<file path="src/design/nmvs_pkg.sv">
`default_nettype none

package nmvs_pkg;

	localparam int MAX_NTH    = 64;
	localparam int VALUE_BITS = 64;
	localparam int IDX_W      = 8;
	localparam int CNT_W      = $clog2(MAX_NTH + 1);
	localparam int POS_W      = (MAX_NTH > 1) ? $clog2(MAX_NTH) : 1;
	localparam int CMP_W      = ((CNT_W > IDX_W) ? CNT_W : IDX_W) + 1;

	typedef logic signed [IDX_W-1:0] nth_t;
	typedef logic [CNT_W-1:0]        count_t;
	typedef logic [POS_W-1:0]        pos_t;

	typedef struct packed {
		logic [VALUE_BITS-1:0] value;
		logic                  is_null;
	} entry_t;

	typedef struct packed {
		logic shift;
		logic clear;
		logic sel_valid;
		pos_t sel_pos;
	} chain_ctrl_t;

endpackage

`default_nettype wire

</file>
<file path="src/design/nmvs_cell.sv">
`default_nettype none

module nmvs_cell (
	input  wire                  clk,
	input  wire                  arst_n,
	input  nmvs_pkg::pos_t       pos,
	input  nmvs_pkg::chain_ctrl_t ctl,
	input  nmvs_pkg::entry_t     prev_entry,
	output nmvs_pkg::entry_t     entry,
	output nmvs_pkg::entry_t     pick
);
	import nmvs_pkg::*;

	entry_t entry_q;
	entry_t entry_nx;

	always_comb begin
		entry_nx = ctl.shift ? prev_entry : entry_q;
		pick     = (ctl.sel_valid && (pos == ctl.sel_pos)) ? entry_nx : '0;
	end

	always_ff @(posedge clk or negedge arst_n) begin
		if (!arst_n) begin
			entry_q <= '0;
		end else if (ctl.clear) begin
			entry_q <= '0;
		end else begin
			entry_q <= entry_nx;
		end
	end

	assign entry = entry_q;

endmodule

`default_nettype wire

</file>
<file path="config.mk">
export PLATFORM = sky130hd
export DESIGN_NAME = nmvs_cell
export DESIGN_NICKNAME = d
export VERILOG_FILES = /design/src/design/nmvs_pkg.sv /design/src/design/nmvs_cell.sv
export SDC_FILE = /design/constraint.sdc
export NUM_CORES = 1
export LEC_CHECK = 0
export BUFFER_PORTS_ARGS = -buffer_cell sky130_fd_sc_hd__buf_2
export CAP_MARGIN = 20
export CORE_ASPECT_RATIO = 0.7
export CORE_MARGIN = 3
export CORE_UTILIZATION = 44
export CTS_CLUSTER_SIZE = 10
export DETAILED_ROUTE_END_ITERATION = 12
export GPL_ROUTABILITY_DRIVEN = 0
export GPL_TIMING_DRIVEN = 1
export HOLD_SLACK_MARGIN = 0.06
export PLACE_DENSITY = 0.81
export SYNTH_ARGS = -nofsm -noshare
export SYNTH_HDL_FRONTEND = slang
export SYNTH_SLANG_ARGS = --single-unit
</file>
<file path="constraint.sdc">
create_clock -name clk -period 1 [get_ports clk]
set_input_delay 0 -clock clk [delete_from_list [all_inputs] [get_ports clk]]
set_output_delay 0 -clock clk [all_outputs]
set_load 0.01 [all_outputs]
</file>
==> impl_metrics.ini, run 1 <==
[sta]
setup-violations-final = 72
achievable-frequency_ghz = 0.723
post-route-worst-setup-slack_ns = -0.383
relative_slew_slack_pct = 69.8
layout_min_cycle_time_ns = 1.38
timing.final.hold_violations = 16
rsz_0062_raised_after_global_routing = yes
timing_worst_slew_pin_value_ns = 0.440
worst_hold_slack_ns = -0.0458
final.setup.tns_ns = -18.98
finClkSkew_ns = 0
layout_worst_path_cycle_share_pct = 138
final-max-slew-violation-count = 0

[global_routing]
grt-busiest-layer = met2
gr_layer_usage_met1_pct = 31.3
grt_pass1_vias = 3550
tot_gr_track_use_pct = 25.6
number_of_antenna_violations_at_the_first_check_in_global_routing = 0
grt_pass1_wl_um = 18400
met2_usage_pct = 45.9
gr-total-overflow = 0
grt_start_max_net_pins = 66
met3_usage_pct = 6.18

[clock_network]
cts_hold_repair.buffers = 1
inserted_clock_buffers = 9
clock_tree.buffer_depth = 2
worst_setup_hold_path_clk_slew_ns = 0.06
cts.root.buffer_cell = sky130_fd_sc_hd__clkbuf_16
cts_htree_levels = 3
clock_insertion_delay_worst_skew_ns = 0.32
cts_tree = yes
clock_sinks = 65

[finish]
diodes = 0
fillCellCount = 303
finish.cell_count_without_fillers = 669
postLayoutCoreUtil_pct = 89.1
synthToLayoutAreaGrowth_pct = 90.4
final_layout_size_suffix_gt1_share_pct = 73.2
nNetsFinal = 649
largest_register_ffs = 65
design_area_um2 = 6700

[critical_path]
endpoint_kind = primary output
critical_path.max_fanout = 5
critical_path_arrival_ns = 1.38
required_ns = 1.00
ff2ff_path_depth = 2
critical_path.startpoint_type = primary input
critPathKind = in2out

[power]
power.combinational.fraction_pct = 28.2
leakage_uw = 0.00328
pwr-share-seq_pct = 33.9
power_switching_uw = 2700
clock_share_of_power_pct = 37.9
vdd_ir_drop_max_uv = 826
sw_frac_of_total_pct = 31.4
power.density_cell_area_nw_per_um2 = 1280
p_int_uw = 5890

[logic_synthesis]
synthTopCellsByCount = sky130_fd_sc_hd__dfrtp_1 (65), sky130_fd_sc_hd__mux2i_1 (65), sky130_fd_sc_hd__nor2_1 (65), sky130_fd_sc_hd__nor4_2 (50), sky130_fd_sc_hd__buf_2 (17)
post_synth_instance_area_um2 = 3520
ys_seq_area_share_pct = 46.2
dominantRegCellSynth = sky130_fd_sc_hd__dfrtp_1
syn_avg_cell_area_um2 = 11.5
ys.warnings.count = 0
synth_edf_count = 0
postSynthRegisterBits = 65
largest_area_contributor_in_the_netlist = sky130_fd_sc_hd__dfrtp_1
syn_inst = 306
synth.top_cell.area_share_pct = 46.2
postSynthNetCount = 388
biggest_area_contributors_in_the_synthesized_netlist = sky130_fd_sc_hd__dfrtp_1 (46%), sky130_fd_sc_hd__mux2i_1 (18%), sky130_fd_sc_hd__nor4_2 (18%), sky130_fd_sc_hd__nor2_1 (6.9%), sky130_fd_sc_hd__nor4_1 (2.7%)
async_reset_ff_share_pct = 100
synth_cell_types = 17

[detailed_routing]
drt-total-wl_um = 16200
route.antenna.remaining_nets = 0
routedWlPerCell_um = 24.3
vias = 3924
detail_route.drc_violations = 0
drt-initial-drc-count = 351
avgViaCountPerCell = 5.87
drt-pass1-iter-count = 4

[outcome]
outcome = finished, violations left
failed_checks = negative hold slack, negative setup slack

[die]
die_ar_um2 = 9120
core_area_um2 = 7510
floorplan.rows = 26
pin_count = 212
initial_core_util_pct = 46.8
die_width_um = 113
floorplan.die.height_um = 80.8

[place]
hpwlAfterDp_um = 8170
place.detailed.instances = 608
portBuffers = 211
place_area_um2 = 5230

[hold_path]
worstHoldPathType = in2reg
min_path_cells = 3

[flow_run]
max_cap_viol_count = 0
per-layer routing:
layer / vias to the layer above / wire length (um)
met1: 1950 / 5770
met5: - / 0
met4: 0 / 715
met3: 66 / 1350
met2: 274 / 8400
li1: 1634 / -
through the flow:
step	total power, uW	hold WS, ns	setup WS (ns)
6_report	8580	-0.0458	-0.383
5_1_grt	8860	-0.0340	-0.408
4_1_cts	7960	-0.0508	-0.318
3_5_place_dp	4570	0.0432	-0.347
3_3_place_gp	4520	0.0345	-0.298
2_1_floorplan	3830	-0.296	-0.0393
worst max-delay path: stages:
cell and delay, ns:
sky130_fd_sc_hd__buf_2 0.13, sky130_fd_sc_hd__nand2b_1 0.14, sky130_fd_sc_hd__o2111ai_4 0.16, sky130_fd_sc_hd__buf_12 0.17
sky130_fd_sc_hd__buf_8 0.13, sky130_fd_sc_hd__buf_12 0.13, sky130_fd_sc_hd__buf_12 0.13, sky130_fd_sc_hd__nor4_4 0.18
sky130_fd_sc_hd__buf_2 0.21
final cells by class:
cell class / count / area [um2] / share of cell area [%]
multi-input combinational: 205 / 2570 / 38.4
timing repair buffer: 284 / 2060 / 30.7
sequential: 65 / 1630 / 24.3
clock buffer: 11 / 253 / 3.77
tap: 98 / 123 / 1.83
clock inverter: 4 / 52.6 / 0.784
inverter: 2 / 12.5 / 0.187
path summary, 6_finish.rpt:
kind / from / endpoint / slack (ns)
worst max-delay path: pos[0] / pick[42] / -0.38
worst min-delay path: prev_entry[62] / entry[62] / -0.05
worst min register to register: entry[39] / entry[39] / 0.58
worst max register to register: entry[64] / entry[64] / 0.03
min in group asynchronous: arst_n / entry[61] / 0.22
max in group asynchronous: arst_n / entry[17] / 0.47
kinds of logic after synthesis:
kind of cell | synth area share [%]
AOI/OAI and AO/OA | 0.533
buffers and inverters | 5.94
DFF | 46.2
and+or+nand+nor | 28.1
muxes | 18.5
xor gates and xnor gates | 0.747
layout by cell type (no fill, tap or decap):
master | netlist | routed
sky130_fd_sc_hd__inv_6 | 0 | 1
sky130_fd_sc_hd__a221o_2 | 0 | 1
sky130_fd_sc_hd__mux2i_1 | 65 | 21
sky130_fd_sc_hd__nor2b_4 | 0 | 1
sky130_fd_sc_hd__nand2b_4 | 0 | 1
sky130_fd_sc_hd__nand3_4 | 0 | 1
sky130_fd_sc_hd__dlygate4sd3_1 | 0 | 1
sky130_fd_sc_hd__a221o_4 | 0 | 1
sky130_fd_sc_hd__nor2_1 | 65 | 65
sky130_fd_sc_hd__buf_8 | 0 | 4
sky130_fd_sc_hd__nor4_4 | 0 | 51
sky130_fd_sc_hd__nor4_2 | 50 | 14
sky130_fd_sc_hd__buf_6 | 6 | 14
sky130_fd_sc_hd__o2111ai_4 | 0 | 1
sky130_fd_sc_hd__xnor2_2 | 0 | 3
sky130_fd_sc_hd__clkbuf_8 | 0 | 2
sky130_fd_sc_hd__nand2b_1 | 2 | 1
sky130_fd_sc_hd__dfrtp_1 | 65 | 65
sky130_fd_sc_hd__clkinvlp_4 | 0 | 3
sky130_fd_sc_hd__buf_16 | 0 | 1
sky130_fd_sc_hd__mux2i_2 | 0 | 33
sky130_fd_sc_hd__clkbuf_16 | 0 | 14
sky130_fd_sc_hd__buf_4 | 1 | 38
sky130_fd_sc_hd__buf_2 | 17 | 202
sky130_fd_sc_hd__mux2i_4 | 0 | 11
sky130_fd_sc_hd__buf_12 | 0 | 19
sky130_fd_sc_hd__bufinv_16 | 0 | 1
sky130_fd_sc_hd__inv_2 | 0 | 1
timing repair:
item / CTS / global route
endpoints found under the setup margin: 65 / 69
cloned: 1 / 6
pin swaps: 4 / 34
resized for setup: 42 / 96
buffers inserted: 15 / 26
hold endpoints to repair: 127 / 54
power by group through the flow:
stage	Sequential, uW	Combinational (uW)	Clock (uW)
after global placement	2900	1620	0
after CTS	2870	1880	3200
after floorplan	2970	863	0
after detailed placement	2900	1670	0
after global routing	2920	2530	3410
final	2910	2420	3250
No activity file was read; power rests on OpenSTA's default activity.
==> run 2: changes to the inputs <==
Settings changed: BUFFER_PORTS_ARGS -buffer_cell sky130_fd_sc_hd__buf_2 to -buffer_cell sky130_fd_sc_hd__clkbuf_2.
==> impl_metrics.ini, run 2 (synthesis gave the netlist of run 1 again) <==
[outcome]
outcome = finished, violations left
failed_checks = negative hold slack, negative setup slack

[place]
portBuffers = 211
hpwlAfterDp_um = 8210

[die]
die_width_um = 113
floorplan.die.height_um = 80.8
pin_count = 212
core_area_um2 = 7510
die_ar_um2 = 9120
floorplan.rows = 26
initial_core_util_pct = 46.8

[clock_network]
inserted_clock_buffers = 9
cts_htree_levels = 3
cts.root.buffer_cell = sky130_fd_sc_hd__clkbuf_16
cts_tree = yes
clock_tree.buffer_depth = 2
clock_insertion_delay_worst_skew_ns = 0.32
cts_hold_repair.buffers = 1
clock_sinks = 65
worst_setup_hold_path_clk_slew_ns = 0.05

[finish]
largest_register_ffs = 65
final_layout_size_suffix_gt1_share_pct = 76.0
diodes = 0
synthToLayoutAreaGrowth_pct = 101
final_cell_mix = sky130_fd_sc_hd__clkbuf_2 (137), sky130_fd_sc_hd__buf_4 (80), sky130_fd_sc_hd__buf_2 (66), sky130_fd_sc_hd__nor2_1 (65), sky130_fd_sc_hd__dfrtp_1 (65)
layout_commonest_cell = sky130_fd_sc_hd__clkbuf_2
nNetsFinal = 682

[power]
power_switching_uw = 2830
p_int_uw = 5640
power.density_cell_area_nw_per_um2 = 1200
leakage_uw = 0.00341
power.combinational.fraction_pct = 32.0
report.power.total_uw = 8470
pwr-share-seq_pct = 34.7
clock_share_of_power_pct = 33.4
sw_frac_of_total_pct = 33.4
vdd_ir_drop_max_uv = 1170

[detailed_routing]
drt-total-wl_um = 18400
vias = 4235
routedWlPerCell_um = 26.2
drt-pass1-iter-count = 5
route.antenna.remaining_nets = 0
avgViaCountPerCell = 6.02
drt-initial-drc-count = 312
detail_route.drc_violations = 0

[sta]
layout_worst_path_cycle_share_pct = 145
post-route-worst-setup-slack_ns = -0.452
setup-violations-final = 87
finClkSkew_ns = 0
rsz_0062_raised_after_global_routing = yes
final-max-slew-violation-count = 0
worst_hold_slack_ns = -0.0121
achievable-frequency_ghz = 0.689
timing.final.hold_violations = 6
relative_slew_slack_pct = 70.0
layout_min_cycle_time_ns = 1.45
final.setup.tns_ns = -19.75
timing_worst_slew_pin_value_ns = 0.437

[global_routing]
grt_pass1_wl_um = 17900
tot_gr_track_use_pct = 24.8
gr-total-overflow = 0
grt_pass1_vias = 3508
number_of_antenna_violations_at_the_first_check_in_global_routing = 0
grt_start_max_net_pins = 66

[flow_run]
max_cap_viol_count = 0

[critical_path]
critical_path_arrival_ns = 1.45
required_ns = 1.00
endpoint_kind = primary output
crit_path_cell_trace = buf_6 -> nor2b_4 -> a221o_2 -> clkbuf_16 -> nor4_2 -> buf_2
critical_path.startpoint_type = primary input
slowest_delay_ns = 0.44
critPathKind = in2out
critPathSlowestCell = sky130_fd_sc_hd__a221o_2
critical_path.max_fanout = 7

[hold_path]
worstHoldPathType = in2reg
## run 2: cell types whose count changed in the layout (fill, tap and decap cells not counted), moves of 7 or more
cell / before / now
sky130_fd_sc_hd__clkbuf_2: 0 / 137
sky130_fd_sc_hd__buf_2: 202 / 66
sky130_fd_sc_hd__buf_4: 38 / 80
sky130_fd_sc_hd__mux2i_4: 11 / 30
sky130_fd_sc_hd__mux2i_1: 21 / 9
sky130_fd_sc_hd__buf_6: 14 / 7
sky130_fd_sc_hd__mux2i_2: 33 / 26
## run 2: timing repair
action,4_1_cts,5_1_grt
pin swaps,15,51
cloned,0,9
buffers inserted,13,58
setup endpoints to repair,65,67
endpoints found under the hold margin,126,41
gates resized for setup,36,191
## run 2: final cells by class
cell class | instances | area [um2]
inverters | 2 | 10.0
fillers | 199 | 433
repair buffers | 317 | 2240
multi-input cells | 205 | 2820
flip-flops and latches | 65 | 1630
clock inverters | 4 | 20.0
clock buffers | 12 | 236
well taps | 98 | 123
## run 2: path summary, 6_finish.rpt
kind,startpoint,endpoint,slack [ns],cells past startpoint
worst max-delay path,ctl[0],pick[39],-0.45,6
worst min register to register,entry[52],entry[52],0.60,2
min in group asynchronous,arst_n,entry[55],0.21,3
worst min-delay path,prev_entry[59],entry[59],-0.01,3
max in group asynchronous,arst_n,entry[19],0.47,3
worst max register to register,entry[10],entry[10],-0.03,4
## run 2: stage by stage
stage | utilization [%] | setup WS [ns] | std cells | instance area, um2
final | 94.2 | -0.452 | 703 | 7080
after global routing | 94.2 | -0.496 | 703 | 7080
after floorplan | - | -0.0393 | 306 | 3780
after global placement | 68.9 | -0.294 | 607 | 5180
after detailed placement | 68.9 | -0.361 | 607 | 5180
after CTS | 76.0 | -0.298 | 637 | 5710
## run 2: power groups by stage
stage / clock network (uW) / registers, uW / logic (uW)
after floorplan: 0 / 2970 / 863
after global placement: 0 / 2910 / 1590
after detailed placement: 0 / 2910 / 1640
after CTS: 2750 / 2880 / 1790
after global routing: 2960 / 2950 / 2800
final: 2830 / 2940 / 2710
## run 2: metal layers
layer | global-route usage [%] | part of all wire (%) | vias to the layer above
li1 | - | - | 1704
met1 | 29.4 | 36 | 2098
met2 | 45.3 | 50 | 351
met3 | 6.70 | 8.6 | 82
met4 | 6.36 | 5.2 | 0
met5 | 0 | 0 | -
## run 2: critical path, delay by kind of cell
family	cells	cell delay (ns)
buffers and inverters	3	0.53
AOI/OAI and AO/OA	1	0.44
and+or+nand+nor	2	0.48
==> run 3: changes to the inputs <==
Settings changed: REMOVE_ABC_BUFFERS from default to 1.
==> impl_metrics.ini, run 3 (synthesis gave the netlist of run 1 again) <==
[sta]
layout_worst_path_cycle_share_pct = 130
timing.final.hold_violations = 29
final-max-slew-violation-count = 0
relative_slew_slack_pct = 73.7
finClkSkew_ns = 0
timing_worst_slew_pin_value_ns = 0.384
worst_hold_slack_ns = -0.0370
rsz_0062_raised_after_global_routing = yes
setup-violations-final = 66
achievable-frequency_ghz = 0.769
post-route-worst-setup-slack_ns = -0.301
layout_min_cycle_time_ns = 1.30

[finish]
finish.cell_count_without_fillers = 638
fillCellCount = 496
nNetsFinal = 617
largest_register_ffs = 65
final_layout_size_suffix_gt1_share_pct = 62.8
multi_input_comb_area_um2 = 1960
final_cell_mix = sky130_fd_sc_hd__clkbuf_2 (170), sky130_fd_sc_hd__nor2_1 (65), sky130_fd_sc_hd__dfrtp_1 (65), sky130_fd_sc_hd__mux2i_1 (58), sky130_fd_sc_hd__nor4_2 (47)
postLayoutCoreUtil_pct = 73.2
regArea_um2 = 1630
diodes = 0
synthToLayoutAreaGrowth_pct = 56.3
layout_commonest_cell = sky130_fd_sc_hd__clkbuf_2

[outcome]
outcome = finished, violations left
failed_checks = negative hold slack, negative setup slack

[place]
place.detailed.instances = 607
hpwlAfterDp_um = 7910
portBuffers = 211
post-place-ws_ns = -0.345

[die]
initial_core_util_pct = 46.8
floorplan.rows = 26
die_width_um = 113
core_area_um2 = 7510
floorplan.die.height_um = 80.8
die_ar_um2 = 9120
pin_count = 212

[global_routing]
gr-total-overflow = 0
grt_pass1_vias = 3401
grt_start_max_net_pins = 66
tot_gr_track_use_pct = 24.1
number_of_antenna_violations_at_the_first_check_in_global_routing = 0
grt_pass1_wl_um = 17500
met3_usage_pct = 6.63
grt-busiest-layer = met2
met2_usage_pct = 39.9
gr_layer_usage_met1_pct = 31.5

[detailed_routing]
route.antenna.remaining_nets = 0
avgViaCountPerCell = 5.29
routedWlPerCell_um = 17.9
drt-total-wl_um = 11400
drt-initial-drc-count = 227
drt-pass1-iter-count = 4
vias = 3372
detail_route.drc_violations = 0

[clock_network]
cts_hold_repair.buffers = 1
clock_tree.buffer_depth = 2
inserted_clock_buffers = 9
clock_insertion_delay_worst_skew_ns = 0.31
cts_htree_levels = 3
cts.root.buffer_cell = sky130_fd_sc_hd__clkbuf_16
clock_sinks = 65
worst_setup_hold_path_clk_slew_ns = 0.06
cts_tree = yes

[critical_path]
endpoint_kind = primary output
critPathKind = in2out
critical_path_arrival_ns = 1.30
critical_path.startpoint_type = primary input
critical_path.max_fanout = 35
required_ns = 1.00

[power]
vdd_ir_drop_max_uv = 784
report.power.total_uw = 7230
leakage_uw = 0.00282
power.density_cell_area_nw_per_um2 = 1320

[flow_run]
max_cap_viol_count = 0

[hold_path]
worstHoldPathType = in2reg
[run 3: final cells by class]
type                       count  share of cell area, %
inverter                       2                  0.137
multi-input combinational    204                   35.6
sequential                    65                   29.6
clock buffer                  12                   4.30
timing repair buffer         253                   27.8
clock inverter                 4                  0.364
tap                           98                   2.23
[run 3: report_power, final]
group	total, uW	switching [uW]	leakage, uW	internal (uW)
combinational	1640	982	0.00183	657
sequential	2880	94.2	0.000863	2780
clock	2720	1060	0.000130	1660
[run 3: metal layers]
layer,vias up,routed length [um]
met5,-,0
met4,0,133
met3,14,825
met2,152,5810
met1,1645,4650
li1,1561,-
[run 3: final timing paths]
check / slack [ns] / cells after the start / to / startpoint
max reg2reg: 0.07 / 3 / entry[22] / entry[22]
min reg2reg: 0.55 / 2 / entry[63] / entry[63]
min in group asynchronous: 0.08 / 2 / entry[14] / arst_n
max: -0.30 / 6 / pick[54] / pos[2]
min: -0.04 / 3 / entry[51] / prev_entry[51]
max in group asynchronous: 0.49 / 3 / entry[57] / arst_n
[run 3: repair_timing]
item | CTS | global route
buffers inserted | 9 | 6
endpoints found under the setup margin | 65 | 67
resized for setup | 17 | 61
pin swaps | 38 | 2
hold endpoints to repair | 125 | 55
gates cloned | 0 | 0
[run 3: through the flow]
| step | area, um2 | setup TNS [ns] | hold slack [ns] |
|---|---|---|---|
| CTS | 5310 | -15.29 | -0.0511 |
| floorplan | 3320 | -203.26 | -0.296 |
| global placement | 4880 | -14.61 | -0.123 |
| finish | 5500 | -16.05 | -0.0370 |
| global route | 5500 | -20.25 | -0.0176 |
| detailed placement | 4880 | -15.23 | -0.128 |
[run 3: worst max-delay path, stage by stage]
cell and delay (ns):
sky130_fd_sc_hd__clkbuf_2 0.10, sky130_fd_sc_hd__inv_2 0.03, sky130_fd_sc_hd__a221o_4 0.45, sky130_fd_sc_hd__buf_12 0.20
sky130_fd_sc_hd__nor4_2 0.32, sky130_fd_sc_hd__clkbuf_2 0.18
