===== src/design/nmvs_pkg.sv =====
`default_nettype none

package nmvs_pkg;

	localparam int MAX_NTH    = 64;
	localparam int VALUE_BITS = 64;
	localparam int IDX_W      = 8;
	localparam int CNT_W      = $clog2(MAX_NTH + 1);
	localparam int POS_W      = (MAX_NTH > 1) ? $clog2(MAX_NTH) : 1;
	localparam int CMP_W      = ((CNT_W > IDX_W) ? CNT_W : IDX_W) + 1;

	typedef logic signed [IDX_W-1:0] nth_t;
	typedef logic [CNT_W-1:0]        count_t;
	typedef logic [POS_W-1:0]        pos_t;

	typedef struct packed {
		logic [VALUE_BITS-1:0] value;
		logic                  is_null;
	} entry_t;

	typedef struct packed {
		logic shift;
		logic clear;
		logic sel_valid;
		pos_t sel_pos;
	} chain_ctrl_t;

endpackage

`default_nettype wire


===== src/design/nmvs_tally.sv =====
`default_nettype none

module nmvs_tally (
	input  wire                   clk,
	input  wire                   arst_n,
	input  wire                   accept,
	input  wire                   match,
	input  wire                   window_end,
	input  nmvs_pkg::entry_t      row,
	input  nmvs_pkg::nth_t        nth,
	output nmvs_pkg::chain_ctrl_t ctl,
	output nmvs_pkg::entry_t      cap_pick,
	output logic                  cap_ok
);
	import nmvs_pkg::*;

	count_t             match_count_q;
	count_t             count_nx;
	entry_t             captured_q;
	logic               captured_valid_q;
	logic               counted;
	logic               n_neg;
	logic               n_pos;
	logic [IDX_W-1:0]   mag;
	logic [CMP_W-1:0]   mag_x;
	logic               cap_hit;
	logic               capv_nx;

	always_comb begin
		n_neg    = nth[IDX_W-1];
		n_pos    = !n_neg && (nth != '0);
		mag      = n_neg ? IDX_W'(-nth) : IDX_W'(nth);
		mag_x    = CMP_W'(mag);
		counted  = match && (match_count_q < CNT_W'(MAX_NTH));
		count_nx = counted ? CNT_W'(match_count_q + 1'b1) : match_count_q;
		cap_hit  = n_neg && counted && !captured_valid_q && (CMP_W'(count_nx) == mag_x);
		capv_nx  = captured_valid_q || cap_hit;
		cap_pick = cap_hit ? row : captured_q;
		cap_ok   = n_neg && capv_nx;

		ctl.shift     = accept && match && n_pos;
		ctl.clear     = accept && window_end;
		ctl.sel_valid = n_pos && (mag_x <= CMP_W'(count_nx))
			&& (mag_x <= CMP_W'(MAX_NTH));
		ctl.sel_pos   = POS_W'(mag - 1'b1);
	end

	always_ff @(posedge clk or negedge arst_n) begin
		if (!arst_n) begin
			match_count_q    <= '0;
			captured_q       <= '0;
			captured_valid_q <= 1'b0;
		end else if (accept) begin
			if (window_end) begin
				match_count_q    <= '0;
				captured_q       <= '0;
				captured_valid_q <= 1'b0;
			end else begin
				match_count_q    <= count_nx;
				captured_q       <= cap_pick;
				captured_valid_q <= capv_nx;
			end
		end
	end

	a_count_bound: assert property (@(posedge clk) disable iff (!arst_n)
		match_count_q <= CNT_W'(MAX_NTH))
		else $error("match count above limit");

	a_clear_on_end: assert property (@(posedge clk) disable iff (!arst_n)
		accept && window_end |=> (match_count_q == '0) && !captured_valid_q)
		else $error("window state not cleared");

	a_capture_once: assert property (@(posedge clk) disable iff (!arst_n)
		captured_valid_q && $past(captured_valid_q) |-> $stable(captured_q))
		else $error("captured word overwritten");

endmodule

`default_nettype wire


===== config.mk =====
export PLATFORM = sky130hd
export DESIGN_NAME = nmvs_tally
export DESIGN_NICKNAME = d
export VERILOG_FILES = /design/src/design/nmvs_pkg.sv /design/src/design/nmvs_tally.sv
export SDC_FILE = /design/constraint.sdc
export NUM_CORES = 1
export LEC_CHECK = 0
export ABC_AREA = 1
export BUFFER_PORTS_ARGS = -buffer_cell sky130_fd_sc_hd__buf_2
export CORE_MARGIN = 1.5
export CORE_UTILIZATION = 50
export CTS_BUF_LIST = sky130_fd_sc_hd__clkbuf_8 sky130_fd_sc_hd__clkbuf_16
export DETAILED_ROUTE_END_ITERATION = 8
export GPL_TIMING_DRIVEN = 1
export PLACE_DENSITY = 0.75
export SLEW_MARGIN = 20
export SYNTH_ARGS = -nofsm -noshare
export SYNTH_HDL_FRONTEND = slang
export SYNTH_SLANG_ARGS = --single-unit

===== constraint.sdc =====
create_clock -name clk -period 5.5 [get_ports clk]
set_input_delay 0.825 -clock clk [delete_from_list [all_inputs] [get_ports clk]]
set_output_delay 0.825 -clock clk [all_outputs]
set_load 0.1 [all_outputs]

==> reports/results.tsv, run 1 <==
stage	metric	value	unit
power_and_ir_drop	proportion of power drawn by the clock network	0.424	
critical_path	CP peak stage delay	0.57	ns
placed_design	Placement Cell Area	0.006513	mm²
yosys	Yosys reg bits	73	
critical_path	crit path max fanout	66	
worst_hold_path	Hold Path End	captured_q[28]$_DFFE_PN0P_	
grt	GR Util All Layers	0.2350	
placed_design	placed wire-length estimate	8.432	mm
floorplanning	Die X-Extent	104.3	µm
placed_design	PortBufs	152	
timing	Hold Violations, Final	0	
critical_path	r2r startpoint	match_count_q[6]$_DFFE_PN0P_	
critical_path	cell repeated most along the worst path	nand2_1	
power_and_ir_drop	Comb power frac	0.193	
grt	vias in the first global route	4542	
yosys	Synthesized Nets	869	
timing	Slew Limit Fails	0	
power_and_ir_drop	switching power total	0.0004054	W
floorplanning	die height	104.3	µm
critical_path	Bufs and invs on worst path	6	
yosys	cell type with the largest total area after synthesis	dfrtp_1	
placed_design	dpl ws	0.8160	ns
critical_path	CP top delay family	buffers and inverters	
critical_path	RR Endpoint	captured_q[53]$_DFFE_PN0P_	
clocking	post_cts resized	0	
final_layout	diodes inserted	0	
clocking	Root Buffer	clkbuf_8	
power_and_ir_drop	Net Sw Frac	0.2845	
yosys	number of distinct library cells after synthesis	25	
timing	count of endpoints failing setup in the final report	0	
timing	Max Freq	211.8	MHz
timing	final worst slack	0.7794	ns
timing	RSZ-0062 raised after global routing	false	
clocking	Clock transition at path regs	0.07	ns
final_layout	fin cells	1047	
routing	via density per instance	4.827	
critical_path	slowest CP cell	buf_4	
grt	grt ovf	0	
critical_path	CP startpoint kind	input port	
placed_design	post-placement cell count	1031	
power_and_ir_drop	sequential power share	0.383	
clocking	Sink Count	73	
grt	initial antenna violation count	0	
yosys	synthesized area	0.005126	mm²
yosys	Avg Cell Area, Syn	6.555	µm²
yosys	post-synthesis sequential area ratio	0.3564	
routing	DR WL/cell	11.79	µm
clocking	Post-CTS Hold Fix Bufs	0	
routing	Post-DRT Antenna Nets	0	
grt	global-route wire length before repair	21.16	mm
timing	worst slew pin tran	1.013	ns
routing	Post-Route WL	12.35	mm
clocking	htree depth	3	
clocking	TritonCTS buffer count	9	
job	number of max-cap violations	0	
power_and_ir_drop	Max IR drop VDD	141.3	µV
yosys	Synth Instances	782	
routing	# DRC	0	
grt	largest net degree at the start of global routing	74	
power_and_ir_drop	PD cells	209.5	mW/mm²
yosys	top cell type's share of synthesized area	0.3564	
worst_hold_path	Hold Path Class	flip-flop to flip-flop	
worst_hold_path	worst hold stages	2	
worst_hold_path	min-delay src	captured_q[28]$_DFFE_PN0P_	
timing	Worst Clk Skew	0.01187	ns
clocking	Clk Latency, worst-skew pair	0.34	ns
clocking	CTS tree	yes	
final_layout	area grow syn2layout	32.73	%
routing	initial DRC count	280	
final_layout	layout cells sized above 1	0.2035	
final_layout	nets	996	
floorplanning	# rows	36	
timing	Rel. slew slack	0.3232	
yosys	Ys Warns	0	
critical_path	internal reg-to-reg setup slack	2.54	ns
floorplanning	die area	0.01087	mm²
critical_path	sequence of cells on the critical path	buf_2, inv_1, ha_1, inv_1, nor2_1, nand3_1, nand2_1, xor2_1, ha_1, nand3_1, inv_1, nand2_1, nor2_4, buf_4, nand2_1, nand2_1, nand2_1, a21oi_1, buf_2	
final_layout	utilization after layout	0.6898	
power_and_ir_drop	leakage	4.054	nW
outcome	status	finished clean	
critical_path	Crit path required time	4.68	ns
timing	fin crit share	0.8583	
power_and_ir_drop	Int Power	0.001020	W
critical_path	Worst setup EP type	output pin	
clocking	CTS Buffer Depth	2	
final_layout	Final Cell Area	0.006804	mm²
floorplanning	Ports	153	
floorplanning	area of the core	0.009864	mm²
clocking	Post-CTS Setup Bufs	0	
critical_path	CP Class	input port to output pin	
timing	Final Critical Period	4.721	ns
floorplanning	initial core utilization	0.5197	
critical_path	Data arrival, critical path	3.90	ns
routing	Pre-Repair DR Iteration Count	5	
placed_design	GPL Wtd Cong	0.9351	
critical_path	worst reg2reg path depth	16	
timing	WHS	0.4804	ns
yosys	synth top area cells	dfrtp_1 36%, nand2_1 18%, inv_1 12%	
routing	via count	5054	
[synthesized netlist by cell type (all sizes together)]
library cell / n
nand2: 243
nor2: 15
o22ai: 4
inv: 163
xnor2: 3
nor3: 3
clkbuf: 15
nor4: 1
xor2: 5
a31oi: 1
buf: 29
and2: 65
dfrtp: 73
ha: 9
o21ai: 6
a21oi: 4
nand3: 77
nand4: 66
[final cells by class]
cell class / instances / area, µm²
fillers: 844 / 3060
multi-input cells: 502 / 2501
flip-flops and latches: 73 / 1827
repair buffers: 160 / 1406
inverters: 163 / 611.8
well taps: 133 / 166.4
clock inverters: 6 / 153.9
clock buffers: 10 / 137.6
[metal layers]
layer / up-vias / global-route usage / share of wire
li1: 2666 / - / -
met1: 2198 / 0.3185 / 0.46
met2: 173 / 0.3742 / 0.45
met4: 0 / 0.04861 / 0.014
met5: - / 0 / 0
met3: 17 / 0.06892 / 0.079
[cell usage in the layout (no fill, tap or decap), drive strengths merged]
cell type / count
buf: 160
o22ai: 4
nor2: 15
inv: 164
nor4: 1
xnor2: 3
nand3: 77
o21ai: 6
xor2: 5
dfrtp: 73
a31oi: 1
nand4: 66
nor3: 3
nand2: 243
clkbuf: 10
bufinv: 5
and2: 65
ha: 9
a21oi: 4
[state kept, by name, summed over array words and instances (netlist names)]
register          count
captured_q           65
match_count_q         7
captured_valid_q      1
[kinds of logic (layout without fill, tap and decap cells)]
group | after synthesis | in the layout | synth area share
AND/OR/NAND/NOR | 470 | 470 | 0.4296
buffers and inverters | 207 | 339 | 0.1626
flip-flops | 73 | 73 | 0.3564
AO/OA/AOI/OAI | 15 | 15 | 0.01586
adder cells (fa/ha/maj) | 9 | 9 | 0.02197
XOR/XNOR | 8 | 8 | 0.01367
[worst max-delay path by stage]
stage,to,from,cells after the start
2_1_floorplan,ctl[6],nth[0],17
4_1_cts,cap_pick[51],nth[0],18
3_3_place_gp,ctl[6],nth[0],19
3_5_place_dp,cap_pick[51],nth[0],18
5_1_grt,cap_pick[64],nth[0],18
6_report,ctl[6],nth[0],19
[worst reg2reg max path: stages, from the launching register on]
cell and delay (ns):
dfrtp_1 0.41, nor2_2 0.17, nand2_1 0.09, nor3_1 0.30, nand3_1 0.11, nand2_1 0.09
nand2_1 0.05, ha_1 0.29, nand3_1 0.08, inv_1 0.07, nand2_1 0.08, nor2_4 0.10
nand3_2 0.36, buf_4 0.37, nand2_1 0.11, nand3_1 0.10, nand2_1 0.11
[through the flow]
step                      setup TNS (ns)  power [W]
final                                  0   0.001425
after global routing                   0   0.001483
after CTS                              0   0.001438
after detailed placement               0  0.0008317
after global placement                 0  0.0008314
after floorplan                -0.006175  0.0007447
[power by group through the flow]
stage	sequential [W]	combinational, W	clock, W
after floorplan	0.000555	0.000189	0
after detailed placement	0.000556	0.000276	0
after global routing	0.000546	0.000298	0.000638
final	0.000546	0.000275	0.000604
after CTS	0.000546	0.000277	0.000616
after global placement	0.000556	0.000275	0
Note: power is estimated with default switching activity, not from simulation.
==> run 2, diff against run 1 <==
BUFFER_PORTS_ARGS = unset   (was -buffer_cell sky130_fd_sc_hd__buf_2)
DONT_BUFFER_PORTS = 1   (was unset)
PLACE_DENSITY = 0.62   (was 0.75)
==> run 2 against run 1 <==
Non-clock buffer count shrank 82. Cell area shrank 0.92%. Hold slack worse by 0.32 ns. Critical path type unchanged. Highest routed layer unchanged. Sequential power about the same. Setup slack improved by 0.042 ns. Largest power group is now registers. Via count down 1.2%.
==> reports/results.tsv, run 2 (same netlist as run 1, synthesis figures left out) <==
stage	metric	value	unit
outcome	status	finished clean	
routing	via count	4993	
floorplanning	initial core utilization	0.5197	
final_layout	diodes inserted	0	
final_layout	filler cell count in the final layout	832	
floorplanning	Ports	153	
clocking	CTS Buffer Depth	2	
power_and_ir_drop	Int Power	0.0007744	W
final_layout	multi-input logic area	0.002551	mm²
power_and_ir_drop	PD cells	174.7	mW/mm²
final_layout	register area	0.001827	mm²
final_layout	utilization after layout	0.6834	
routing	DR WL/cell	13.67	µm
final_layout	layout cells sized above 1	0.1334	
worst_hold_path	Hold Path Class	input port to async pin	
final_layout	Final Cell Area	0.006741	mm²
job	number of max-cap violations	0	
routing	Pre-Repair DR Iteration Count	5	
power_and_ir_drop	proportion of power drawn by the clock network	0.318	
critical_path	CP startpoint kind	input port	
floorplanning	die area	0.01087	mm²
timing	Max Freq	213.7	MHz
routing	Post-DRT Antenna Nets	0	
final_layout	Largest register FFs	65	
placed_design	placed wire-length estimate	9.078	mm
clocking	Root Buffer	clkbuf_8	
grt	GR Util All Layers	0.2484	
clocking	post_cts resized	0	
placed_design	dpl ws	0.8641	ns
clocking	CTS tree	yes	
timing	RSZ-0062 raised after global routing	false	
clocking	htree depth	3	
clocking	Clock transition at path regs	0.09	ns
grt	grt ovf	0	
final_layout	commonest cells after routing, fill and taps aside	242 x nand2_1, 160 x inv_1, 76 x nand3_1	
routing	initial DRC count	237	
placed_design	GPL Wtd Cong	0.9194	
power_and_ir_drop	Comb power frac	0.218	
critical_path	RR Endpoint	captured_q[52]$_DFFE_PN0P_	
floorplanning	area of the core	0.009864	mm²
grt	vias in the first global route	4769	
routing	# DRC	0	
timing	worst slew pin tran	1.093	ns
grt	global-route wire length before repair	22.38	mm
timing	Hold Violations, Final	0	
final_layout	commonest non-fill, non-tap cell in the layout	nand2_1	
power_and_ir_drop	sequential power share	0.463	
final_layout	nets	914	
final_layout	Top Registers	captured_q (65), match_count_q (7), captured_valid_q (1)	
clocking	Post-CTS Hold Fix Bufs	0	
critical_path	Worst setup EP type	output pin	
clocking	Post-CTS Setup Bufs	0	
clocking	Clk Latency, worst-skew pair	0.34	ns
clocking	Sink Count	73	
grt	initial antenna violation count	0	
power_and_ir_drop	leakage	3.760	nW
timing	Worst Clk Skew	0.01191	ns
floorplanning	Die X-Extent	104.3	µm
floorplanning	die height	104.3	µm
critical_path	crit path max fanout	43	
timing	TNS Setup	0	ns
routing	via density per instance	5.174	
grt	largest net degree at the start of global routing	74	
power_and_ir_drop	Max IR drop VDD	107.6	µV
timing	count of endpoints failing setup in the final report	0	
final_layout	largest register by flop count	captured_q	
placed_design	Placement Cell Area	0.006570	mm²
critical_path	Data arrival, critical path	3.85	ns
timing	Final Critical Period	4.679	ns
final_layout	area grow syn2layout	31.51	%
power_and_ir_drop	Net Sw Frac	0.3424	
critical_path	internal reg-to-reg setup slack	2.25	ns
timing	fin crit share	0.8507	
critical_path	worst reg2reg path depth	16	
timing	Rel. slew slack	0.2715	
floorplanning	# rows	36	
critical_path	CP Class	input port to output pin	
routing	Post-Route WL	13.19	mm
power_and_ir_drop	switching power total	0.0004033	W
critical_path	r2r startpoint	match_count_q[6]$_DFFE_PN0P_	
timing	final worst slack	0.8211	ns
critical_path	Crit path required time	4.68	ns
placed_design	PortBufs	0	
clocking	TritonCTS buffer count	9	
timing	Slew Limit Fails	0	
[run 2: cell type report]
type,instances,area share
tap,133,0.02468
multi-input combinational,502,0.3784
clock buffer,9,0.01837
clock inverter,7,0.007053
timing repair buffer,78,0.2094
inverter,163,0.09113
sequential,73,0.2710
[run 2: worst max-delay path by stage]
stage / startpoint / end / slack, ns / depth (start not counted)
6_report: nth[0] / cap_pick[55] / 0.82 / 17
4_1_cts: nth[0] / cap_pick[19] / 0.85 / 17
2_1_floorplan: nth[0] / ctl[6] / -0.006 / 17
5_1_grt: nth[0] / cap_pick[11] / 0.49 / 17
3_3_place_gp: match / cap_pick[7] / 0.99 / 17
3_5_place_dp: nth[0] / cap_pick[19] / 0.86 / 17
[run 2: power groups by stage]
stage | Sequential [W] | Combinational (W) | Clock, W
global placement | 0.000556 | 0.000252 | 0
global route | 0.000546 | 0.000274 | 0.000404
detailed placement | 0.000556 | 0.000256 | 0
finish | 0.000546 | 0.000257 | 0.000375
floorplan | 0.000555 | 0.000189 | 0
CTS | 0.000546 | 0.000257 | 0.000384
[run 2: through the flow]
step	cells	hold WS, ns	total power, W
after detailed placement	949	0.4660	0.0008127
after global routing	965	0.1469	0.001224
after CTS	965	0.1526	0.001186
final	965	0.1647	0.001178
after global placement	949	0.4607	0.0008076
after floorplan	782	0.4491	0.0007447
[run 2: per-layer routing]
layer | track usage | part of all wire | vias to the layer above
li1 | - | - | 2501
met1 | 0.3315 | 0.44 | 2274
met2 | 0.3988 | 0.47 | 197
met3 | 0.05702 | 0.072 | 21
met4 | 0.08234 | 0.015 | 0
met5 | 0 | 0 | -
[run 2: worst max-delay path, stage by stage]
cell and delay, ns:
inv_1 0.06, ha_1 0.20, inv_1 0.07, nor2_1 0.19, nand3_1 0.13, nand2_1 0.11, xor2_1 0.24, ha_1 0.21
nand3_1 0.08, inv_1 0.08, nand2_1 0.09, nor2_4 0.10, nand3_2 0.42, buf_4 0.46, nand2_1 0.13, and2_1 0.21
buf_12 0.19
==> run 3, diff against run 2 <==
CORE_MARGIN = 10   (was 1.5)
==> run 3 against run 2 <==
Clock power rose by 39%. Sequential cell count did not move. Largest cell class unchanged. Power rose by 12%. Global-route usage fell by 5.1 points. Combinational power barely moved. Cell area rose by 1.5%. Hold slack improved by 0.012 ns. Setup slack got worse by 0.075 ns. Final cell count rose by 0.31%. First-iteration DRC count rose by 45%. Non-clock buffer count rose by 3.
==> reports/results.tsv, run 3 (same netlist as run 1, synthesis figures left out) <==
stage	metric	value	unit
power_and_ir_drop	Max IR drop VDD	124.8	µV
critical_path	CP top delay family	simple AND/OR/NAND/NOR gates	
final_layout	Final Cell Area	0.006843	mm²
critical_path	r2r startpoint	match_count_q[6]$_DFFE_PN0P_	
critical_path	Worst setup EP type	output pin	
grt	initial antenna violation count	0	
timing	Final Critical Period	4.754	ns
final_layout	layout cells sized above 1	0.1377	
routing	via density per instance	5.142	
timing	RSZ-0062 raised after global routing	false	
power_and_ir_drop	Power, Total	0.001324	W
timing	Rel. slew slack	0.2657	
timing	Hold Violations, Final	0	
final_layout	Largest register FFs	65	
clocking	htree depth	3	
critical_path	CP startpoint kind	input port	
job	number of max-cap violations	0	
critical_path	worst reg2reg path depth	15	
timing	count of endpoints failing setup in the final report	0	
routing	Pre-Repair DR Iteration Count	5	
power_and_ir_drop	PD cells	193.5	mW/mm²
critical_path	slowest CP cell	nor2_4	
placed_design	Placement Cell Area	0.006590	mm²
clocking	Clock transition at path regs	0.08	ns
final_layout	commonest cells after routing, fill and taps aside	242 x nand2_1, 159 x inv_1, 76 x nand3_1	
critical_path	Bufs and invs on worst path	5	
placed_design	dpl ws	0.7503	ns
critical_path	CP peak stage delay	0.56	ns
floorplanning	die height	121.3	µm
timing	worst slew pin tran	1.101	ns
grt	global-route wire length before repair	24.29	mm
critical_path	sequence of cells on the critical path	inv_1, ha_1, inv_1, nor2_1, nand2_1, nand3_1, nand2_1, ha_1, nand3_1, inv_1, nand2_1, nor2_4, buf_4, nand4_1, and2_1, buf_12	
clocking	post_cts resized	0	
floorplanning	initial core utilization	0.5197	
clocking	Root Buffer	clkbuf_8	
outcome	status	finished clean	
critical_path	CP Class	input port to output pin	
grt	vias in the first global route	4966	
critical_path	crit path max fanout	39	
grt	GR Util All Layers	0.1979	
routing	Post-DRT Antenna Nets	0	
routing	via count	4977	
routing	DR WL/cell	15.02	µm
floorplanning	die area	0.01470	mm²
final_layout	fin cells	968	
worst_hold_path	Hold Path Class	input port to async pin	
floorplanning	Die X-Extent	121.3	µm
critical_path	Crit path required time	4.68	ns
placed_design	placed wire-length estimate	10.40	mm
final_layout	largest register by flop count	captured_q	
critical_path	Data arrival, critical path	3.93	ns
clocking	Sink Count	73	
timing	Slew Limit Fails	0	
clocking	Post-CTS Hold Fix Bufs	0	
final_layout	commonest non-fill, non-tap cell in the layout	nand2_1	
final_layout	Top Registers	captured_q (65), match_count_q (7), captured_valid_q (1)	
timing	fin crit share	0.8643	
final_layout	diodes inserted	0	
critical_path	internal reg-to-reg setup slack	2.14	ns
power_and_ir_drop	leakage	3.806	nW
clocking	TritonCTS buffer count	9	
timing	final worst slack	0.7461	ns
floorplanning	Ports	153	
timing	Max Freq	210.4	MHz
routing	initial DRC count	343	
clocking	Post-CTS Setup Bufs	0	
critical_path	RR Endpoint	captured_q[28]$_DFFE_PN0P_	
floorplanning	# rows	36	
final_layout	area grow syn2layout	33.49	%
clocking	Clk Latency, worst-skew pair	0.34	ns
routing	# DRC	0	
placed_design	PortBufs	0	
placed_design	GPL Wtd Cong	0.8493	
placed_design	post-placement cell count	952	
final_layout	filler cell count in the final layout	818	
clocking	CTS tree	yes	
final_layout	nets	917	
floorplanning	area of the core	0.009864	mm²
routing	Post-Route WL	14.54	mm
grt	grt ovf	0	
grt	largest net degree at the start of global routing	74	
final_layout	utilization after layout	0.6937	
clocking	CTS Buffer Depth	2	
timing	Worst Clk Skew	0.01319	ns
-- run 3: changes by cell type in the layout (fill, tap and decap cells not counted), sizes merged --
| cell | before | now |
|---|---|---|
| buf | 78 | 81 |
| bufinv | 0 | 3 |
| clkinv | 4 | 2 |
| inv | 165 | 163 |
| clkbuf | 9 | 10 |
-- run 3: how the worst max path moves through the flow --
stage | startpoint | end | slack [ns] | cells past startpoint
floorplan | nth[0] | ctl[6] | -0.006 | 17
global placement | nth[0] | cap_pick[17] | 0.87 | 16
detailed placement | nth[1] | cap_pick[17] | 0.75 | 16
CTS | nth[0] | cap_pick[17] | 0.75 | 16
global route | nth[0] | cap_pick[53] | 0.45 | 16
finish | nth[0] | cap_pick[17] | 0.75 | 16
-- run 3: metrics by stage --
step	setup TNS (ns)	hold slack, ns
2_1_floorplan	-0.006175	0.4491
3_3_place_gp	0	0.4609
3_5_place_dp	0	0.4653
4_1_cts	0	0.1655
5_1_grt	0	0.1475
6_report	0	0.1771
-- run 3: layout make-up --
type / instances / area [µm²] / area share
Tap cell: 133 / 166.4 / 0.02432
Multi-Input combinational cell: 502 / 2551 / 0.3728
Inverter: 163 / 611.8 / 0.08941
Timing Repair Buffer: 81 / 1434 / 0.2095
Sequential cell: 73 / 1827 / 0.2670
Clock buffer: 10 / 137.6 / 0.02011
Clock inverter: 6 / 115.1 / 0.01682
-- run 3: power by group --
part,total [W],switching [W],internal [W]
clock network,0.000520,0.000204,0.000315
registers,0.000546,0.00000361,0.000542
logic,0.000259,0.000190,0.0000693
-- run 3: per-layer routing --
layer	share of wire	vias to the layer above	global-route usage
li1	-	2503	-
met1	0.44	2286	0.2522
met2	0.46	171	0.3109
met3	0.090	17	0.06980
met4	0.013	0	0.05440
met5	0	-	0
